$ cat config.mk
export PLATFORM = sky130hd
export DESIGN_NAME = static_next_pc_predictor_queue
export DESIGN_NICKNAME = d
export VERILOG_FILES = /design/src/hdl/snpq_pkg.sv /design/src/hdl/snpq_ram.sv /design/src/hdl/snpq_predict.sv /design/src/hdl/static_next_pc_predictor_queue.sv
export SDC_FILE = /design/constraint.sdc
export NUM_CORES = 1
export LEC_CHECK = 0
export ABC_CLOCK_PERIOD_IN_PS = 12700
export BUFFER_PORTS_ARGS = -buffer_cell sky130_fd_sc_hd__buf_4
export CORE_ASPECT_RATIO = 1.2
export CORE_UTILIZATION = 45
export DETAILED_ROUTE_END_ITERATION = 10
export GPL_ROUTABILITY_DRIVEN = 0
export PLACE_DENSITY_LB_ADDON = 0.12
export SKIP_LAST_GASP = 1
export SLEW_MARGIN = 5
export SYNTH_ARGS = -nofsm -noshare
export SYNTH_HDL_FRONTEND = slang
export SYNTH_SLANG_ARGS = --single-unit
$ cat constraint.sdc
create_clock -name i_clk -period 12.7 [get_ports i_clk]
set_clock_uncertainty 0.05 [all_clocks]
set_input_delay 0.635 -clock i_clk [delete_from_list [all_inputs] [get_ports i_clk]]
set_output_delay 0.635 -clock i_clk [all_outputs]
set_load 0.005 [all_outputs]
$ cat src/hdl/snpq_pkg.sv
// shared constants and codes of the next-pc predictor queue
`timescale 1ns / 1ps

package snpq_pkg;

    // payload widths fixed by the interface
    localparam int DATA_W      = 32;
    localparam int REQ_W       = 2;
    localparam int ERR_W       = 3;
    localparam int COUNT_OUT_W = 4;

    // configuration port
    localparam int              CFG_IDX_W    = 2;
    localparam logic [CFG_IDX_W-1:0] CFG_START_PC = 2'd0;
    localparam logic [CFG_IDX_W-1:0] CFG_MEM_SIZE = 2'd1;
    localparam logic [DATA_W-1:0]    MEM_SIZE_RESET = 32'd65536;

    // request codes
    localparam logic [REQ_W-1:0] REQ_FILL  = 2'd0;
    localparam logic [REQ_W-1:0] REQ_POP   = 2'd1;
    localparam logic [REQ_W-1:0] REQ_CHECK = 2'd2;

    // error codes
    localparam logic [ERR_W-1:0] ERR_NONE   = 3'd0;
    localparam logic [ERR_W-1:0] ERR_QEMPTY = 3'd1;
    localparam logic [ERR_W-1:0] ERR_XEMPTY = 3'd2;
    localparam logic [ERR_W-1:0] ERR_OOM    = 3'd3;
    localparam logic [ERR_W-1:0] ERR_ALIGN  = 3'd4;

    // risc-v opcodes that steer the prediction
    localparam logic [6:0] OP_BRANCH = 7'd99;
    localparam logic [6:0] OP_JALR   = 7'd103;
    localparam logic [6:0] OP_JAL    = 7'd111;
    localparam int         INSTR_BYTES = 4;

    // executing queue
    localparam int               XQ_DEPTH = 3;
    localparam int               XQ_IW    = 2;
    localparam logic [XQ_IW-1:0] XQ_LAST  = 2'd2;
    localparam logic [XQ_IW-1:0] XQ_FULL  = 2'd3;

endpackage

$ cat src/hdl/snpq_ram.sv
// generic one-write one-read ram with registered read data
`timescale 1ns / 1ps

module snpq_ram #(
    parameter int WIDTH = 32,
    parameter int DEPTH = 8
) (
    input  logic                     i_clk,
    input  logic                     i_we,
    input  logic [$clog2(DEPTH)-1:0] i_waddr,
    input  logic [WIDTH-1:0]         i_wdata,
    input  logic [$clog2(DEPTH)-1:0] i_raddr,
    output logic [WIDTH-1:0]         o_rdata
);

    logic [WIDTH-1:0] r_mem [DEPTH];
    logic [WIDTH-1:0] r_rdata;

    // write port and registered read port
    always_ff @(posedge i_clk) begin
        if (i_we) begin
            r_mem[i_waddr] <= i_wdata;
        end
        r_rdata <= r_mem[i_raddr];
    end

    assign o_rdata = r_rdata;

endmodule

$ cat src/hdl/snpq_predict.sv
// static next-pc decode: backward-taken branches, jal, jalr, fall-through
`timescale 1ns / 1ps

module snpq_predict #(
    parameter int ADDR_WIDTH = 32
) (
    input  logic [ADDR_WIDTH-1:0]      i_pc,
    input  logic [snpq_pkg::DATA_W-1:0] i_instr,
    input  logic [snpq_pkg::DATA_W-1:0] i_rs1,
    output logic [ADDR_WIDTH-1:0]      o_next_pc
);
    import snpq_pkg::*;

    logic [6:0]            w_opcode;
    logic [12:0]           w_imm_b;
    logic [20:0]           w_imm_j;
    logic [11:0]           w_imm_i;
    logic [ADDR_WIDTH-1:0] w_seq_pc;
    logic [ADDR_WIDTH-1:0] w_br_pc;
    logic [ADDR_WIDTH-1:0] w_jal_pc;
    logic [ADDR_WIDTH-1:0] w_jalr_sum;
    logic                  w_br_taken;

    // immediate fields
    assign w_opcode = i_instr[6:0];
    assign w_imm_b  = {i_instr[31], i_instr[7], i_instr[30:25], i_instr[11:8], 1'b0};
    assign w_imm_j  = {i_instr[31], i_instr[19:12], i_instr[20], i_instr[30:21], 1'b0};
    assign w_imm_i  = i_instr[31:20];

    // candidate targets
    assign w_seq_pc   = i_pc + ADDR_WIDTH'(INSTR_BYTES);
    assign w_br_pc    = i_pc + {{(ADDR_WIDTH-13){w_imm_b[12]}}, w_imm_b};
    assign w_jal_pc   = i_pc + {{(ADDR_WIDTH-21){w_imm_j[20]}}, w_imm_j};
    assign w_jalr_sum = ADDR_WIDTH'(i_rs1) + {{(ADDR_WIDTH-12){w_imm_i[11]}}, w_imm_i};

    // negative offset and word-aligned target
    assign w_br_taken = i_instr[31] && (w_br_pc[1:0] == 2'b00);

    // select by opcode
    always_comb begin
        case (w_opcode)
            OP_BRANCH: o_next_pc = w_br_taken ? w_br_pc : w_seq_pc;
            OP_JALR:   o_next_pc = {w_jalr_sum[ADDR_WIDTH-1:1], 1'b0};
            OP_JAL:    o_next_pc = w_jal_pc;
            default:   o_next_pc = w_seq_pc;
        endcase
    end

endmodule

$ cat src/hdl/static_next_pc_predictor_queue.sv
// top level of the static next-pc predictor with prediction and executing queues
//
//   channel   direction  handshake                 payload
//   request   in         start / busy              i_req_type i_instr_word i_rs1_value i_actual_pc
//   result    out        o_done (one-cycle strobe) o_pc_out o_pc_valid o_prediction_correct
//                                                  o_tail_pc o_queue_count o_error_code
//   config    in         i_cfg_valid / o_cfg_ready i_cfg_index i_cfg_data
//
// one request at a time; its result strobes in the cycle after its last working cycle
// fill, no-op, a pop or check that faults at once, or any request under any error ends
// in S_EXEC; check runs on through S_CHK; take-next through S_POP1 and S_POP2, or ends
// in S_POP1 when it leaves the prediction queue empty; take-next reads two prediction
// entries through the single read port of that ram; reset and every write of a known
// register run a restart (busy high); the receiver cannot stall; busy drops in the cycle the result is shown
`timescale 1ns / 1ps

module static_next_pc_predictor_queue #(
    parameter int ADDR_WIDTH  = 32,
    parameter int QUEUE_DEPTH = 8
) (
    input  logic                             i_clk,
    input  logic                             i_rst_n,
    // request
    input  logic                             start,
    output logic                             busy,
    input  logic [snpq_pkg::REQ_W-1:0]       i_req_type,
    input  logic [snpq_pkg::DATA_W-1:0]      i_instr_word,
    input  logic [snpq_pkg::DATA_W-1:0]      i_rs1_value,
    input  logic [snpq_pkg::DATA_W-1:0]      i_actual_pc,
    // result
    output logic                             o_done,
    output logic [snpq_pkg::DATA_W-1:0]      o_pc_out,
    output logic                             o_pc_valid,
    output logic                             o_prediction_correct,
    output logic [snpq_pkg::DATA_W-1:0]      o_tail_pc,
    output logic [snpq_pkg::COUNT_OUT_W-1:0] o_queue_count,
    output logic [snpq_pkg::ERR_W-1:0]       o_error_code,
    // configuration
    input  logic                             i_cfg_valid,
    output logic                             o_cfg_ready,
    input  logic [snpq_pkg::CFG_IDX_W-1:0]   i_cfg_index,
    input  logic [snpq_pkg::DATA_W-1:0]      i_cfg_data
);
    import snpq_pkg::*;

    localparam int AW  = ADDR_WIDTH;
    localparam int QIW = $clog2(QUEUE_DEPTH);
    localparam int QCW = $clog2(QUEUE_DEPTH + 1);

    typedef enum logic [5:0] {
        S_INIT = 6'b000001,
        S_IDLE = 6'b000010,
        S_EXEC = 6'b000100,
        S_POP1 = 6'b001000,
        S_POP2 = 6'b010000,
        S_CHK  = 6'b100000
    } t_state;

    // control registers
    t_state             r_state, n_state;
    logic [DATA_W-1:0]  r_start_pc, n_start_pc;
    logic [DATA_W-1:0]  r_mem_size, n_mem_size;
    logic [QIW-1:0]     r_head, n_head;
    logic [QCW-1:0]     r_count, n_count;
    logic [XQ_IW-1:0]   r_xhead, n_xhead;
    logic [XQ_IW-1:0]   r_xcount, n_xcount;
    logic [ERR_W-1:0]   r_err, n_err;
    logic               r_done, n_done;
    logic               r_pc_valid, n_pc_valid;
    logic               r_correct, n_correct;

    // payload registers
    logic [AW-1:0]      r_tail, n_tail;
    logic [AW-1:0]      r_pc_out, n_pc_out;
    logic [REQ_W-1:0]   r_req, n_req;
    logic [DATA_W-1:0]  r_instr, n_instr;
    logic [DATA_W-1:0]  r_rs1, n_rs1;
    logic [AW-1:0]      r_actual, n_actual;

    // memory ports
    logic               pq_we;
    logic [QIW-1:0]     pq_waddr;
    logic [AW-1:0]      pq_wdata;
    logic [QIW-1:0]     pq_raddr;
    logic [AW-1:0]      pq_rdata;
    logic               xq_we;
    logic [XQ_IW-1:0]   xq_waddr;
    logic [AW-1:0]      xq_wdata;
    logic [XQ_IW-1:0]   xq_raddr;
    logic [AW-1:0]      xq_rdata;

    logic [AW-1:0]      w_pred_pc;
    logic [ERR_W-1:0]   w_pred_err;
    logic [QIW-1:0]     w_head_inc;
    logic [QCW+3:0]     w_count_ext;
    logic               w_cfg_hit;

    // circular index helpers
    function automatic logic [QIW-1:0] q_inc(input logic [QIW-1:0] idx);
        logic [QIW-1:0] res;
        if (idx == QIW'(QUEUE_DEPTH - 1)) begin
            res = '0;
        end else begin
            res = idx + QIW'(1);
        end
        return res;
    endfunction

    function automatic logic [QIW-1:0] q_add(input logic [QIW-1:0] idx,
                                             input logic [QCW-1:0] cnt);
        logic [QCW:0] sum;
        sum = (QCW+1)'(idx) + (QCW+1)'(cnt);
        if (sum >= (QCW+1)'(QUEUE_DEPTH)) begin
            sum = sum - (QCW+1)'(QUEUE_DEPTH);
        end
        return sum[QIW-1:0];
    endfunction

    function automatic logic [XQ_IW-1:0] x_inc(input logic [XQ_IW-1:0] idx);
        logic [XQ_IW-1:0] res;
        if (idx == XQ_LAST) begin
            res = '0;
        end else begin
            res = idx + XQ_IW'(1);
        end
        return res;
    endfunction

    function automatic logic [XQ_IW-1:0] x_add(input logic [XQ_IW-1:0] idx,
                                               input logic [XQ_IW-1:0] cnt);
        logic [XQ_IW:0] sum;
        sum = (XQ_IW+1)'(idx) + (XQ_IW+1)'(cnt);
        if (sum >= (XQ_IW+1)'(XQ_DEPTH)) begin
            sum = sum - (XQ_IW+1)'(XQ_DEPTH);
        end
        return sum[XQ_IW-1:0];
    endfunction

    // range and alignment check of a fetch address
    function automatic logic [ERR_W-1:0] addr_check(input logic [AW-1:0]     pc,
                                                    input logic [DATA_W-1:0] size);
        logic [ERR_W-1:0] res;
        if (pc >= AW'(size)) begin
            res = ERR_OOM;
        end else if (pc[1:0] != 2'b00) begin
            res = ERR_ALIGN;
        end else begin
            res = ERR_NONE;
        end
        return res;
    endfunction

    // prediction queue storage
    snpq_ram #(
        .WIDTH (AW),
        .DEPTH (QUEUE_DEPTH)
    ) u_pq_ram (
        .i_clk   (i_clk),
        .i_we    (pq_we),
        .i_waddr (pq_waddr),
        .i_wdata (pq_wdata),
        .i_raddr (pq_raddr),
        .o_rdata (pq_rdata)
    );

    // executing queue storage
    snpq_ram #(
        .WIDTH (AW),
        .DEPTH (XQ_DEPTH)
    ) u_xq_ram (
        .i_clk   (i_clk),
        .i_we    (xq_we),
        .i_waddr (xq_waddr),
        .i_wdata (xq_wdata),
        .i_raddr (xq_raddr),
        .o_rdata (xq_rdata)
    );

    // next-pc decode of the latched fill transaction
    snpq_predict #(
        .ADDR_WIDTH (AW)
    ) u_predict (
        .i_pc      (r_tail),
        .i_instr   (r_instr),
        .i_rs1     (r_rs1),
        .o_next_pc (w_pred_pc)
    );

    assign w_pred_err = addr_check(w_pred_pc, r_mem_size);
    assign w_head_inc = q_inc(r_head);
    assign w_cfg_hit  = i_cfg_valid && o_cfg_ready &&
                        ((i_cfg_index == CFG_START_PC) || (i_cfg_index == CFG_MEM_SIZE));

    // sequencer: one transaction at a time, read-modify-write of the queues
    always_comb begin
        n_state    = r_state;
        n_start_pc = r_start_pc;
        n_mem_size = r_mem_size;
        n_head     = r_head;
        n_count    = r_count;
        n_xhead    = r_xhead;
        n_xcount   = r_xcount;
        n_err      = r_err;
        n_done     = 1'b0;
        n_pc_valid = r_pc_valid;
        n_correct  = r_correct;
        n_tail     = r_tail;
        n_pc_out   = r_pc_out;
        n_req      = r_req;
        n_instr    = r_instr;
        n_rs1      = r_rs1;
        n_actual   = r_actual;

        pq_we    = 1'b0;
        pq_waddr = '0;
        pq_wdata = r_actual;
        pq_raddr = r_head;
        xq_we    = 1'b0;
        xq_waddr = r_xhead;
        xq_wdata = pq_rdata;
        xq_raddr = r_xhead;

        case (r_state)
            // restart the prediction queue at start_pc and empty the executing queue
            S_INIT: begin
                pq_we    = 1'b1;
                pq_waddr = '0;
                pq_wdata = AW'(r_start_pc);
                n_head   = '0;
                n_count  = QCW'(1);
                n_tail   = AW'(r_start_pc);
                n_xhead  = '0;
                n_xcount = '0;
                n_err    = addr_check(AW'(r_start_pc), r_mem_size);
                n_state  = S_IDLE;
            end

            // take a transaction
            S_IDLE: begin
                if (start) begin
                    n_req    = i_req_type;
                    n_instr  = i_instr_word;
                    n_rs1    = i_rs1_value;
                    n_actual = AW'(i_actual_pc);
                    n_state  = S_EXEC;
                end
            end

            // decode the request, finish fills, start reads
            S_EXEC: begin
                n_pc_out   = '0;
                n_pc_valid = 1'b0;
                n_correct  = 1'b0;
                n_done     = 1'b1;
                n_state    = S_IDLE;
                if (r_err == ERR_NONE) begin
                    case (r_req)
                        REQ_FILL: begin
                            if (r_count == '0) begin
                                n_err = ERR_QEMPTY;
                            end else if (r_count < QCW'(QUEUE_DEPTH)) begin
                                if (w_pred_err != ERR_NONE) begin
                                    n_err = w_pred_err;
                                end else begin
                                    pq_we    = 1'b1;
                                    pq_waddr = q_add(r_head, r_count);
                                    pq_wdata = w_pred_pc;
                                    n_count  = r_count + QCW'(1);
                                    n_tail   = w_pred_pc;
                                end
                            end
                        end
                        REQ_POP: begin
                            if (r_count == '0) begin
                                n_err = ERR_QEMPTY;
                            end else begin
                                n_done  = 1'b0;
                                n_state = S_POP1;
                            end
                        end
                        REQ_CHECK: begin
                            if (r_xcount == '0) begin
                                n_err = ERR_XEMPTY;
                            end else begin
                                n_done  = 1'b0;
                                n_state = S_CHK;
                            end
                        end
                        default: begin
                            n_err = r_err;
                        end
                    endcase
                end
            end

            // head entry arrives; read the entry behind it
            S_POP1: begin
                n_pc_out   = pq_rdata;
                n_pc_valid = 1'b1;
                n_head     = w_head_inc;
                n_count    = r_count - QCW'(1);
                pq_raddr   = w_head_inc;
                if (r_count == QCW'(1)) begin
                    n_err   = ERR_QEMPTY;
                    n_tail  = '0;
                    n_done  = 1'b1;
                    n_state = S_IDLE;
                end else begin
                    n_state = S_POP2;
                end
            end

            // new head enters the executing queue, oldest dropped when full
            S_POP2: begin
                xq_we    = 1'b1;
                xq_wdata = pq_rdata;
                if (r_xcount == XQ_FULL) begin
                    xq_waddr = r_xhead;
                    n_xhead  = x_inc(r_xhead);
                end else begin
                    xq_waddr = x_add(r_xhead, r_xcount);
                    n_xcount = r_xcount + XQ_IW'(1);
                end
                n_done  = 1'b1;
                n_state = S_IDLE;
            end

            // compare with the executing head; redirect on a mismatch
            S_CHK: begin
                n_xhead  = x_inc(r_xhead);
                n_xcount = r_xcount - XQ_IW'(1);
                if (xq_rdata == r_actual) begin
                    n_correct = 1'b1;
                end else begin
                    pq_we    = 1'b1;
                    pq_waddr = '0;
                    pq_wdata = r_actual;
                    n_head   = '0;
                    n_count  = QCW'(1);
                    n_tail   = r_actual;
                    n_err    = addr_check(r_actual, r_mem_size);
                end
                n_done  = 1'b1;
                n_state = S_IDLE;
            end

            default: begin
                n_state = S_INIT;
            end
        endcase

        // writes of a known register restart the queues
        if (i_cfg_valid && o_cfg_ready) begin
            if (i_cfg_index == CFG_START_PC) begin
                n_start_pc = i_cfg_data;
                n_state    = S_INIT;
            end else if (i_cfg_index == CFG_MEM_SIZE) begin
                n_mem_size = i_cfg_data;
                n_state    = S_INIT;
            end
        end
    end

    // control state
    always_ff @(posedge i_clk) begin
        if (!i_rst_n) begin
            r_state    <= S_INIT;
            r_start_pc <= '0;
            r_mem_size <= MEM_SIZE_RESET;
            r_head     <= '0;
            r_count    <= '0;
            r_xhead    <= '0;
            r_xcount   <= '0;
            r_err      <= ERR_NONE;
            r_done     <= 1'b0;
            r_pc_valid <= 1'b0;
            r_correct  <= 1'b0;
        end else begin
            r_state    <= n_state;
            r_start_pc <= n_start_pc;
            r_mem_size <= n_mem_size;
            r_head     <= n_head;
            r_count    <= n_count;
            r_xhead    <= n_xhead;
            r_xcount   <= n_xcount;
            r_err      <= n_err;
            r_done     <= n_done;
            r_pc_valid <= n_pc_valid;
            r_correct  <= n_correct;
        end
    end

    // payload
    always_ff @(posedge i_clk) begin
        r_tail   <= n_tail;
        r_pc_out <= n_pc_out;
        r_req    <= n_req;
        r_instr  <= n_instr;
        r_rs1    <= n_rs1;
        r_actual <= n_actual;
    end

    // outputs
    assign w_count_ext          = (QCW+4)'(r_count);
    assign busy                 = (r_state != S_IDLE);
    assign o_cfg_ready          = 1'b1;
    assign o_done               = r_done;
    assign o_pc_out             = r_pc_out[DATA_W-1:0];
    assign o_pc_valid           = r_pc_valid;
    assign o_prediction_correct = r_correct;
    assign o_tail_pc            = r_tail[DATA_W-1:0];
    assign o_queue_count        = w_count_ext[COUNT_OUT_W-1:0];
    assign o_error_code         = r_err;

    // a result strobe follows only a working cycle of the sequencer
    a_done_after_work: assert property (@(posedge i_clk) disable iff (!i_rst_n)
        o_done |-> ($past(r_state) == S_EXEC || $past(r_state) == S_POP1 ||
                    $past(r_state) == S_POP2 || $past(r_state) == S_CHK))
        else $error("result strobe without a working cycle");

    // an error holds until a restart
    a_err_sticky: assert property (@(posedge i_clk) disable iff (!i_rst_n)
        (r_err != ERR_NONE && r_state != S_INIT && !w_cfg_hit) |=> (r_err == $past(r_err)))
        else $error("error state changed without restart");

    // with no error pending the prediction queue is never empty between transactions
    a_queue_live: assert property (@(posedge i_clk) disable iff (!i_rst_n)
        (r_state == S_IDLE && r_err == ERR_NONE) |-> (r_count != '0))
        else $error("empty prediction queue without error");

    // a transaction never both pops and confirms a prediction
    a_result_kind: assert property (@(posedge i_clk) disable iff (!i_rst_n)
        o_done |-> !(o_pc_valid && o_prediction_correct))
        else $error("pop and check result mixed");

    // executing queue occupancy stays within its three entries
    a_xq_bound: assert property (@(posedge i_clk) disable iff (!i_rst_n)
        (r_xcount == XQ_FULL && r_state == S_POP2) |=> (r_xcount == XQ_FULL))
        else $error("executing queue overflow handling broken");

endmodule

; ---- Word level (Yosys, flattened, before mapping)
; Memories as Yosys holds them, arrays and structs flattened. A register that Yosys moved wholly into a read port is not among the register bits.
; Cells that the tools add are included.
[classes]
n_addsub = 14
magnitude_cmp = 6
n_eq_ne = 33
mux = 90
bitwise_logic = 1
reduce_logical = 28
[ops]
columns = cell, count
row1 = 32-bit 2-to-1 mux, 13
row2 = 32-bit case mux with 2 select lines, 2
row3 = 32-bit case mux with 4 select lines, 1
row4 = 32-bit adder, 3
row5 = 32-bit >= comparator, 3
row6 = 32-bit case mux with 3 select lines, 1
row7 = 3-bit 2-to-1 mux, 24
row8 = 6-bit 2-to-1 mux, 6
row9 = 32-bit by 3-bit adder with 32-bit output (second input constant), 1
row10 = 32-bit == test, 1
row11 = 4-bit 2-to-1 mux, 7
row12 = 6-bit case mux with 4 select lines, 1
row13 = 7-bit == test (second input constant), 3
row14 = 2-bit inequality test (second input constant), 9
row15 = 3-bit case mux with 3 select lines, 2
row16 = 1-bit 2-to-1 mux, 16
row17 = 4-bit case mux with 4 select lines, 1
row18 = 2-bit 2-to-1 mux, 6
row19 = 2-bit case mux with 3 select lines, 2
row20 = 3-bit case mux with 4 select lines, 1
row21 = 6-bit case mux with 2 select lines, 1
row22 = 2-bit AND reduction, 6
row23 = 2-bit nonzero test, 5
row24 = 9-bit AND reduction, 1
row25 = other kinds (42), 56
[word_totals]
reg_bits = 249
ramBits = 352
input_bits = 136
out_inout_bits = 76
wordCells = 191
memories = 2
[mem_list]
columns = name, words, word_bits, rd, rd_ports_with_merged_regs, write_ports, line_no
row1 = u_pq_ram.r_mem, 8, 32, 1, 1, 1, snpq_ram.sv:16  ; logic [WIDTH-1:0] r_mem [DEPTH];
row2 = u_xq_ram.r_mem, 3, 32, 1, 1, 1, snpq_ram.sv:16

; ---- Logic depth before layout (Yosys ltp)
; Gate-level depths: netlist of the first run.
[logic_depth]
depth_word = 17
depth_mapped = 24
depth_no_buf = 23

; ---- Hierarchy
; A second synthesis of the first run with hierarchy kept.
[hier_totals]
hier_cells = 2663
hier_area_um2 = 32819.0
[modules_own_cells]
columns = mod, instances, cells_each, area_per_inst_um2, seq_area_each_um2
row1 = static_next_pc_predictor_queue, 1, 1184, 12359.4, 6606.3
row2 = snpq_ram (u_pq_ram), 1, 415, 10466.3, 8328.0
row3 = snpq_predict, 1, 826, 5730.5, 0.0
row4 = snpq_ram (u_xq_ram), 1, 238, 4262.8, 3523.4

; ---- Least setup slack after synthesis of the first run
; OpenSTA, ideal clock, no wires.
[synth_timing]
path_kind = reg-to-reg
start = register r_instr[31]
end = memory u_pq_ram.r_mem[0][0] (enable)
setup_time_ps = 466
t_arrival_ps = 7230
t_required_ps = 12184
path_slack_ps = 4955
stages_incl_launch_ff = 21
n_path_buf = 0
period_less_slack_ps = 7745
cell_sequence = edfxtp_1 ha_1 a21oi_1 o211ai_1 nand4_1 o311ai_2 a21oi_1 o21bai_1 xor2_1 nand2_1 nand3_1 ha_1 a2111oi_0 o21ai_1 a21oi_1 nor4_1 a2111oi_2 o211ai_2 nor3_1 nand2b_1 o21ai_0
[synth_via]
elab_chain_len = 15
elab_cells_between_ends = 25
cone_classes = add/sub (3) / order compare (1) / mux (18) / reduce/logical (3)
[synth_rtl]
columns = item, line_no
row1 = from (decl), static_next_pc_predictor_queue.sv:76  ; logic [DATA_W-1:0] r_instr, n_instr;
row2 = from (signal assigned), static_next_pc_predictor_queue.sv:398  ; r_instr <= n_instr;
row3 = "parallel branches: the longest is 2 deep, another holds 32-bit adder", n/a
row4 = 32-bit case mux with 3 select lines *, snpq_predict.sv:41  ; case (w_opcode)
row5 = "parallel branches: the longest is 2 deep, another holds 32-bit >= comparator", n/a
row6 = 3-bit 2-to-1 mux *, static_next_pc_predictor_queue.sv:143  ; if (pc >= AW'(size)) begin
row7 = 3-bit nonzero test *, static_next_pc_predictor_queue.sv:262  ; if (w_pred_err != ERR_NONE) begin
row8 = 1-bit 2-to-1 mux, static_next_pc_predictor_queue.sv:262
row9 = 1-bit 2-to-1 mux, static_next_pc_predictor_queue.sv:261  ; end else if (r_count < QCW'(QUEUE_DEPTH)) begin
row10 = 1-bit 2-to-1 mux, static_next_pc_predictor_queue.sv:259  ; if (r_count == '0) begin
row11 = 1-bit 2-to-1 mux, static_next_pc_predictor_queue.sv:257  ; case (r_req)
row12 = 1-bit 2-to-1 mux, static_next_pc_predictor_queue.sv:256  ; if (r_err == ERR_NONE) begin
row13 = 1-bit case mux with 3 select lines, static_next_pc_predictor_queue.sv:223  ; case (r_state)
row14 = 1-bit 2-to-1 mux, snpq_ram.sv:21  ; if (i_we) begin
row15 = 1-bit 2-to-1 mux (not written as such), snpq_ram.sv:22  ; r_mem[i_waddr] <= i_wdata;
row16 = to (decl), snpq_ram.sv:16
; Every way passes the cells marked *.

; ---- Final worst setup path of the first run
[layout_timing]
start = register r_instr[31]
end = memory u_pq_ram.r_mem[1][2] (enable)
; Same word-level chain as after synthesis.

==> impl_metrics.env, run 1 <==
export IMPL_yosysSeqAreaShare_pct=55.90
export IMPL_dr_pass1_iters=7
export IMPL_crit_path_max_fanout=43
export IMPL_p_leak_nw=14.30
export IMPL_dp_hpwl_mm=67.63
export IMPL_synth_compound_area_share_pct=14.41
export IMPL_rsz0062_at_grt="false"
export IMPL_grt_pass1_vias=24630
export IMPL_tightest_slew_ps=1175
export IMPL_slew_violations=0
export IMPL_wire_per_inst_um=22.88
export IMPL_routed_wl_mm=96.82
export IMPL_start_util_pct=45.58
export IMPL_die_h_um=298.7
export IMPL_synth_xor_area_share_pct=3.024
export IMPL_viasPerCell=5.901
export IMPL_syn_nets=3387
export IMPL_slew_limit_headroom_pct=21.51
export IMPL_track_usage_pct=25.60
export IMPL_ys_flop_type="edfxtp_1"
export IMPL_io_buffers=210
export IMPL_cp_data_required_time_ps=12920
export IMPL_async_reset_ff_share_pct=0
export IMPL_critPathLaunchType="flip-flop"
export IMPL_route_detailed_drc=0
export IMPL_first_iter_violations=2183
export IMPL_cp_arrival_ps=7710
export IMPL_r2r_start="r_instr[31]"
export IMPL_hold_viol_final=0
export IMPL_finalNonFillerCells=4232
export IMPL_startpoint="r_instr[31]"
export IMPL_synth_edff_count=514
export IMPL_holdBufCountCts=0
export IMPL_area_growth_pct=15.14
export IMPL_ctsLongestPathBuffers=3
export IMPL_ant_nets=0
export IMPL_htreeDepth=3
export IMPL_chipWidth_um=249.3
export IMPL_powerDensity_nw_per_um2=155.8
export IMPL_cts_root_buf="clkbuf_16"
export IMPL_setup_tns_ps=0
export IMPL_period_share_pct=58.91
export IMPL_die_area_um2=74460
export IMPL_ys_seq_elements=665
export IMPL_yosysWarningCount=0
export IMPL_overflow=0
export IMPL_synthSimpleGateAreaFrac_pct=15.37
export IMPL_drive_above_1_share_pct=12.83
export IMPL_postSynthCellCount=3065
export IMPL_cts_buffers=70
export IMPL_syn_area_per_cell_um2=10.77
export IMPL_setup_viol=0
export IMPL_antenna_found_initial=0
export IMPL_worstHoldStart="i_actual_pc[23]"
export IMPL_yosys_area_share_adder_pct=7.162
export IMPL_post_cts_buffers=0
export IMPL_status="finished, final reports clean"
export IMPL_rows=108
export IMPL_ios=212
export IMPL_cts_tree="built"
export IMPL_dp_cells=4105
export IMPL_timing_fmax_ghz=0.1337
export IMPL_yosysUniqueCellTypes=99
export IMPL_synth_top_family_by_area="simple AND/OR/NAND/NOR gates"
export IMPL_min_path_type="input port to flip-flop"
export IMPL_dp_slack_ps=5393
export IMPL_worstSkewPairLatency_ps=620
export IMPL_n_antenna_cell=0
export IMPL_nNetsFinal=3564
export IMPL_fin_util_pct=52.49
export IMPL_clkSinkCount=665
export IMPL_core_um2=72430
export IMPL_cp_end_kind="flip-flop"
export IMPL_synth_area_mux_share_pct=1.307
export IMPL_clk_pin_slew_ps=60
export IMPL_maxCapViolCount=0
export IMPL_layout_setup_ws_ps=5218
export IMPL_crit_type="flip-flop to flip-flop"
export IMPL_cts_resized=0
export IMPL_syn_area_um2=33020
export IMPL_via_count=24980
export IMPL_vdd_drop_max_uv=110.9
export IMPL_finalCriticalPeriod_ps=7482
export IMPL_grt_start_max_net_pins=85
export IMPL_grt_first_pass_wirelength_mm=146.0
logic make-up (layout without fill, tap and decap cells):
group / Yosys count / count (layout)
AND/OR/NAND/NOR: 1117 / 1117
AO/OA/AOI/OAI: 701 / 701
flip-flops: 665 / 665
buffers and inverters: 238 / 470
adder cells (fa/ha/maj): 186 / 186
XOR/XNOR: 114 / 114
multiplexers: 43 / 43
other: 1 / 1
critical path, stage by stage (launching register included):
cell and delay, ps:
edfxtp_1 320, buf_4 470, ha_1 400, a21oi_1 290, o211ai_1 150, nand4_1 130
o311ai_2 180, a21oi_1 480, o21bai_1 160, xor2_1 160, nand2_1 100, nand3_1 150
ha_1 350, a2111oi_0 510, o21ai_1 160, a21oi_1 160, nor4_1 80, a2111oi_2 600
o211ai_2 320, nor3_1 470, nand2b_1 250, nor2_2 700, buf_4 450
stage by stage:
step	hold slack (ps)	instance area (um2)	total power [W]
final	141.9	38020	0.005922
after global placement	383.5	35620	0.003801
after global routing	118.7	38020	0.006155
after CTS	112.8	38020	0.005948
after floorplan	371.5	33020	0.003397
after detailed placement	384.0	35620	0.003830
report_power, final:
part | switching (W) | internal [W] | total, W
Clock | 0.000872 | 0.00124 | 0.00211
Combinational | 0.000698 | 0.000423 | 0.00112
Sequential | 0.000135 | 0.00255 | 0.00269
Total | 0.00171 | 0.00422 | 0.00592
cell usage after synthesis (13+ instances only):
master,number,area share [%]
a21oi_1,126,1.9
a221oi_1,13,0.34
xnor2_1,75,2.0
o21bai_1,14,0.32
nor2b_1,20,0.38
ha_1,181,6.9
a21o_1,67,1.5
clkbuf_1,122,1.4
a31oi_1,13,0.25
nor3_1,37,0.56
inv_1,91,1.0
o21ai_0,155,2.3
edfxtp_1,514,47
and3_1,15,0.28
xor2_1,39,1.0
nand4_1,43,0.81
o22ai_1,15,0.28
nand3_1,207,3.1
o21a_1,13,0.30
and2_1,42,0.80
o21ai_1,28,0.42
nand2_1,572,6.5
a21boi_0,70,1.6
dfxtp_1,151,9.2
nor2_1,103,1.2
a211oi_1,15,0.34
nand2b_1,23,0.44
a22oi_1,42,0.95
a22o_1,23,0.61
mux2i_1,42,1.3
cell type report:
class	count	area [um2]
clock buffers	89	1946
clock inverters	38	451.7
fillers	6353	34410
inverters	92	345.3
multi-input cells	2162	13760
flip-flops and latches	665	18460
well taps	935	1170
repair buffers	251	1884
metal layers:
layer	vias to the layer above	GRT usage [%]	routed length, um
met5	-	0	0
met4	0	10.49	3971
met3	235	3.737	5649
met2	946	45.36	48510
met1	12170	31.17	38690
li1	11620	-	-
placed cells by master, fill, tap and decap left out, types with 75 or more instances in the layout:
cell type    n
buf_4      251
ha_1       181
dfxtp_1    149
nand2_1    570
o21ai_0    154
a21oi_1    124
xnor2_1     75
nand3_1    207
edfxtp_1   514
nor2_1      92
inv_1       91
state kept, by name, summed over array words and instances (netlist names), 3 cells and up:
register / count
o_error_code: 3
o_pc_out: 32
o_queue_count: 4
o_tail_pc: 32
r_actual: 32
r_head: 3
r_instr: 32
r_mem_size: 32
r_rs1: 32
r_start_pc: 32
r_state: 6
u_pq_ram.o_rdata: 32
u_pq_ram.r_mem: 256
u_xq_ram.o_rdata: 32
u_xq_ram.r_mem: 96
final timing paths:
path | to | slack [ps] | cells after the start
worst max-delay path | u_pq_ram.r_mem[1][2] | 5220 | 22
worst min-delay path | r_actual[23] | 140 | 1
worst max register to register | u_pq_ram.r_mem[1][2] | 5220 | 22
worst min register to register | u_xq_ram.o_rdata[28] | 380 | 2
Power figures use the tool's default switching activity.
==> run 2, diff against run 1 <==
--- a/config.mk
+++ b/config.mk
@@ -5,7 +5,8 @@
 export SDC_FILE = /design/constraint.sdc
 export NUM_CORES = 1
 export LEC_CHECK = 0
-export ABC_CLOCK_PERIOD_IN_PS = 12700
+export ABC_AREA = 1
+export ABC_CLOCK_PERIOD_IN_PS = 7800
 export BUFFER_PORTS_ARGS = -buffer_cell sky130_fd_sc_hd__buf_4
 export CORE_ASPECT_RATIO = 1.2
 export CORE_UTILIZATION = 45
==> constraint.sdc (replaced) <==
create_clock -name i_clk -period 7.8 [get_ports i_clk]
set_clock_uncertainty 0.05 [all_clocks]
set_input_delay 0.39 -clock i_clk [delete_from_list [all_inputs] [get_ports i_clk]]
set_output_delay 0.39 -clock i_clk [all_outputs]
set_load 0.005 [all_outputs]
==> run 2 against run 1 <==
Compared with the run above: combinational power increased by 34%; die area increased by 6.1%; sequential power increased by 57%; critical path depth increased by 4; worst setup slack got worse by 3900 ps; maximum frequency increased by 15%; sequential share of layout area decreased by 3.9 points; cell area increased by 8.8%; synthesized cell count increased by 30%; global-route usage increased by 2.9 points; register-to-register slack got worse by 3900 ps; non-clock buffer count increased by 124; critical path type unchanged; largest cell class unchanged.
==> impl_metrics.env, run 2 <==
export IMPL_r2r_cells=26
export IMPL_htreeDepth=3
export IMPL_viasPerCell=5.428
export IMPL_setup_viol=0
export IMPL_status="finished, final reports clean"
export IMPL_chipWidth_um=256.7
export IMPL_r2r_slack_ps=1320
export IMPL_worstHoldStart="i_cfg_data[6]"
export IMPL_ctsLongestPathBuffers=3
export IMPL_syn_nets=4306
export IMPL_regToRegEndpoint="u_pq_ram.r_mem[5][26]"
export IMPL_reg_largest_list="u_pq_ram.r_mem: 256 flops, u_xq_ram.r_mem: 96 flops"
export IMPL_die_area_um2=78980
export IMPL_cp_end_kind="flip-flop"
export IMPL_overflow=0
export IMPL_vdd_drop_max_uv=137.7
export IMPL_slew_limit_headroom_pct=36.81
export IMPL_synth_top_cell_area_share_pct=44.05
export IMPL_syn_area_um2=35040
export IMPL_crit_path_max_fanout=16
export IMPL_drive_above_1_share_pct=10.60
export IMPL_largest_reg_flops=256
export IMPL_grt_first_pass_wirelength_mm=169.5
export IMPL_nFillCells=6963
export IMPL_postSynthCellCount=3984
export IMPL_timing_fmax_ghz=0.1543
export IMPL_cts_buffers=70
export IMPL_clkSinkCount=665
export IMPL_min_path_type="input port to flip-flop"
export IMPL_yosysUniqueCellTypes=55
export IMPL_area_growth_pct=18.00
export IMPL_tightest_slew_ps=945.6
export IMPL_final_area_um2=41340
export IMPL_top_register="u_pq_ram.r_mem"
export IMPL_p_leak_nw=17.43
export IMPL_yosysWarningCount=0
export IMPL_yosysSeqAreaShare_pct=52.68
export IMPL_ant_nets=0
export IMPL_ios=212
export IMPL_slew_violations=0
export IMPL_hold_viol_final=0
export IMPL_dr_pass1_iters=6
export IMPL_r2r_start="o_tail_pc[15]"
export IMPL_cp_arrival_ps=6760
export IMPL_finalCriticalPeriod_ps=6482
export IMPL_route_detailed_drc=0
export IMPL_clk_pin_slew_ps=60
export IMPL_hold_path_endpoint="r_start_pc[6]"
export IMPL_synth_area_leaders="edfxtp_1, nand2_1, dfxtp_1, ha_1, nor2_1"
export IMPL_rows=111
export IMPL_grt_start_max_net_pins=75
export IMPL_syn_area_per_cell_um2=8.794
export IMPL_nNetsFinal=4633
export IMPL_layout_common_cells="nand2_1, edfxtp_1, nor2_1, inv_1, o21ai_0"
export IMPL_io_buffers=210
export IMPL_ys_top_cells_by_count="nand2_1, edfxtp_1, nor2_1"
export IMPL_post_cts_buffers=0
export IMPL_antenna_found_initial=0
export IMPL_cts_root_buf="clkbuf_16"
export IMPL_via_count=29240
export IMPL_start_util_pct=45.70
export IMPL_cts_resized=0
export IMPL_synth_edff_count=514
export IMPL_first_iter_violations=2828
export IMPL_holdBufCountCts=125
export IMPL_placed_area_um2=37780
export IMPL_period_share_pct=83.10
export IMPL_routed_wl_mm=114.0
export IMPL_async_reset_ff_share_pct=0
export IMPL_synth_most_common_cell="nand2_1"
export IMPL_rsz0062_at_grt="false"
export IMPL_dp_hpwl_mm=82.40
export IMPL_synth_largest_area_cell="edfxtp_1"
export IMPL_track_usage_pct=28.54
export IMPL_worst_hold_path_num_cells=3
export IMPL_ys_seq_elements=665
export IMPL_powerDensity_nw_per_um2=219.3
export IMPL_core_um2=76660
export IMPL_cts_tree="built"
export IMPL_wire_per_inst_um=21.16
export IMPL_crit_type="flip-flop to flip-flop"
export IMPL_mostFrequentLayoutCell="nand2_1"
export IMPL_critPathLaunchType="flip-flop"
export IMPL_setup_tns_ps=0
export IMPL_ys_flop_type="edfxtp_1"
export IMPL_worstSkewPairLatency_ps=640
export IMPL_grt_pass1_vias=28180
export IMPL_cp_data_required_time_ps=8070
export IMPL_die_h_um=307.7
export IMPL_maxCapViolCount=0
-- run 2: worst max-delay path by stage --
stage | startpoint | end | cells past startpoint
after global routing | r_instr[31] | u_pq_ram.r_mem[5][20] | 29
final | o_tail_pc[15] | u_pq_ram.r_mem[5][26] | 26
after floorplan | r_instr[31] | u_pq_ram.r_mem[0][0] | 29
after detailed placement | r_instr[31] | u_pq_ram.r_mem[0][26] | 29
after CTS | r_instr[31] | u_pq_ram.r_mem[5][26] | 25
after global placement | r_instr[31] | u_pq_ram.r_mem[0][7] | 25
-- run 2: metal layers --
metal / up-vias / share of wire (%) / GRT usage, %
met5: - / 0 / 0
met2: 1021 / 49 / 49.72
met1: 13880 / 41 / 34.98
li1: 14110 / - / -
met3: 227 / 5.8 / 3.218
met4: 0 / 5.0 / 14.29
-- run 2: cell type report --
| class | instances | area (um2) | area share, % |
|---|---|---|---|
| clock buffers | 94 | 1953 | 4.724 |
| repair buffers | 375 | 3153 | 7.626 |
| multi-input cells | 2754 | 14470 | 35.00 |
| inverters | 445 | 1677 | 4.055 |
| well taps | 1017 | 1272 | 3.078 |
| diodes | 1 | 2.502 | 0.006053 |
| flip-flops and latches | 665 | 18460 | 44.64 |
| clock inverters | 35 | 357.8 | 0.8655 |
-- run 2: worst max-delay path, stage by stage (launching register included) --
cell and delay [ps]:
edfxtp_1 550, ha_1 500, nand2_1 170, inv_1 110
nand2_1 120, nor3_1 610, nand3_1 190, nand3_1 120
nand2_1 50, nand3_1 70, nand2_1 60, inv_1 50
nand3_1 70, nand2_1 150, inv_1 70, ha_1 290
a21oi_1 150, o21ai_0 110, a21o_1 180, a21oi_1 250
nand3_1 290, nor2_4 220, nand3_2 400, inv_2 230
nand3b_1 210, nor2_4 600, buf_4 310
-- run 2: logic make-up after synthesis --
| family | count (synthesis) | synth area share (%) |
|---|---|---|
| flip-flops | 665 | 52.68 |
| other | 1 | 0.01070 |
| adder cells (fa/ha/maj) | 186 | 6.750 |
| buffers and inverters | 565 | 6.357 |
| multiplexers | 32 | 1.029 |
| AO/OA/AOI/OAI | 695 | 10.94 |
| AND/OR/NAND/NOR | 1800 | 21.23 |
| XOR/XNOR | 40 | 0.9999 |
-- run 2: report_power, final --
part / total (W) / leakage (nW) / switching (W) / internal (W)
clock: 0.00335 / 1.12 / 0.00146 / 0.00189
combinational: 0.00150 / 10.2 / 0.000967 / 0.000537
sequential: 0.00422 / 6.10 / 0.000170 / 0.00405
total: 0.00907 / 17.4 / 0.00259 / 0.00647
-- run 2: per-stage QoR --
step | std cells | hold WS [ps] | setup slack (ps) | power, W | utilization, %
5_1_grt | 5385 | 51.88 | 1046 | 0.009418 | 53.93
2_1_floorplan | 3984 | 372.0 | 1876 | 0.005130 | -
3_5_place_dp | 5131 | 381.9 | 1445 | 0.005707 | 49.28
3_3_place_gp | 5131 | 377.1 | 1497 | 0.005703 | 49.28
6_report | 5386 | 56.54 | 1318 | 0.009067 | 53.93
4_1_cts | 5385 | 9.771 | 1424 | 0.009093 | 53.93
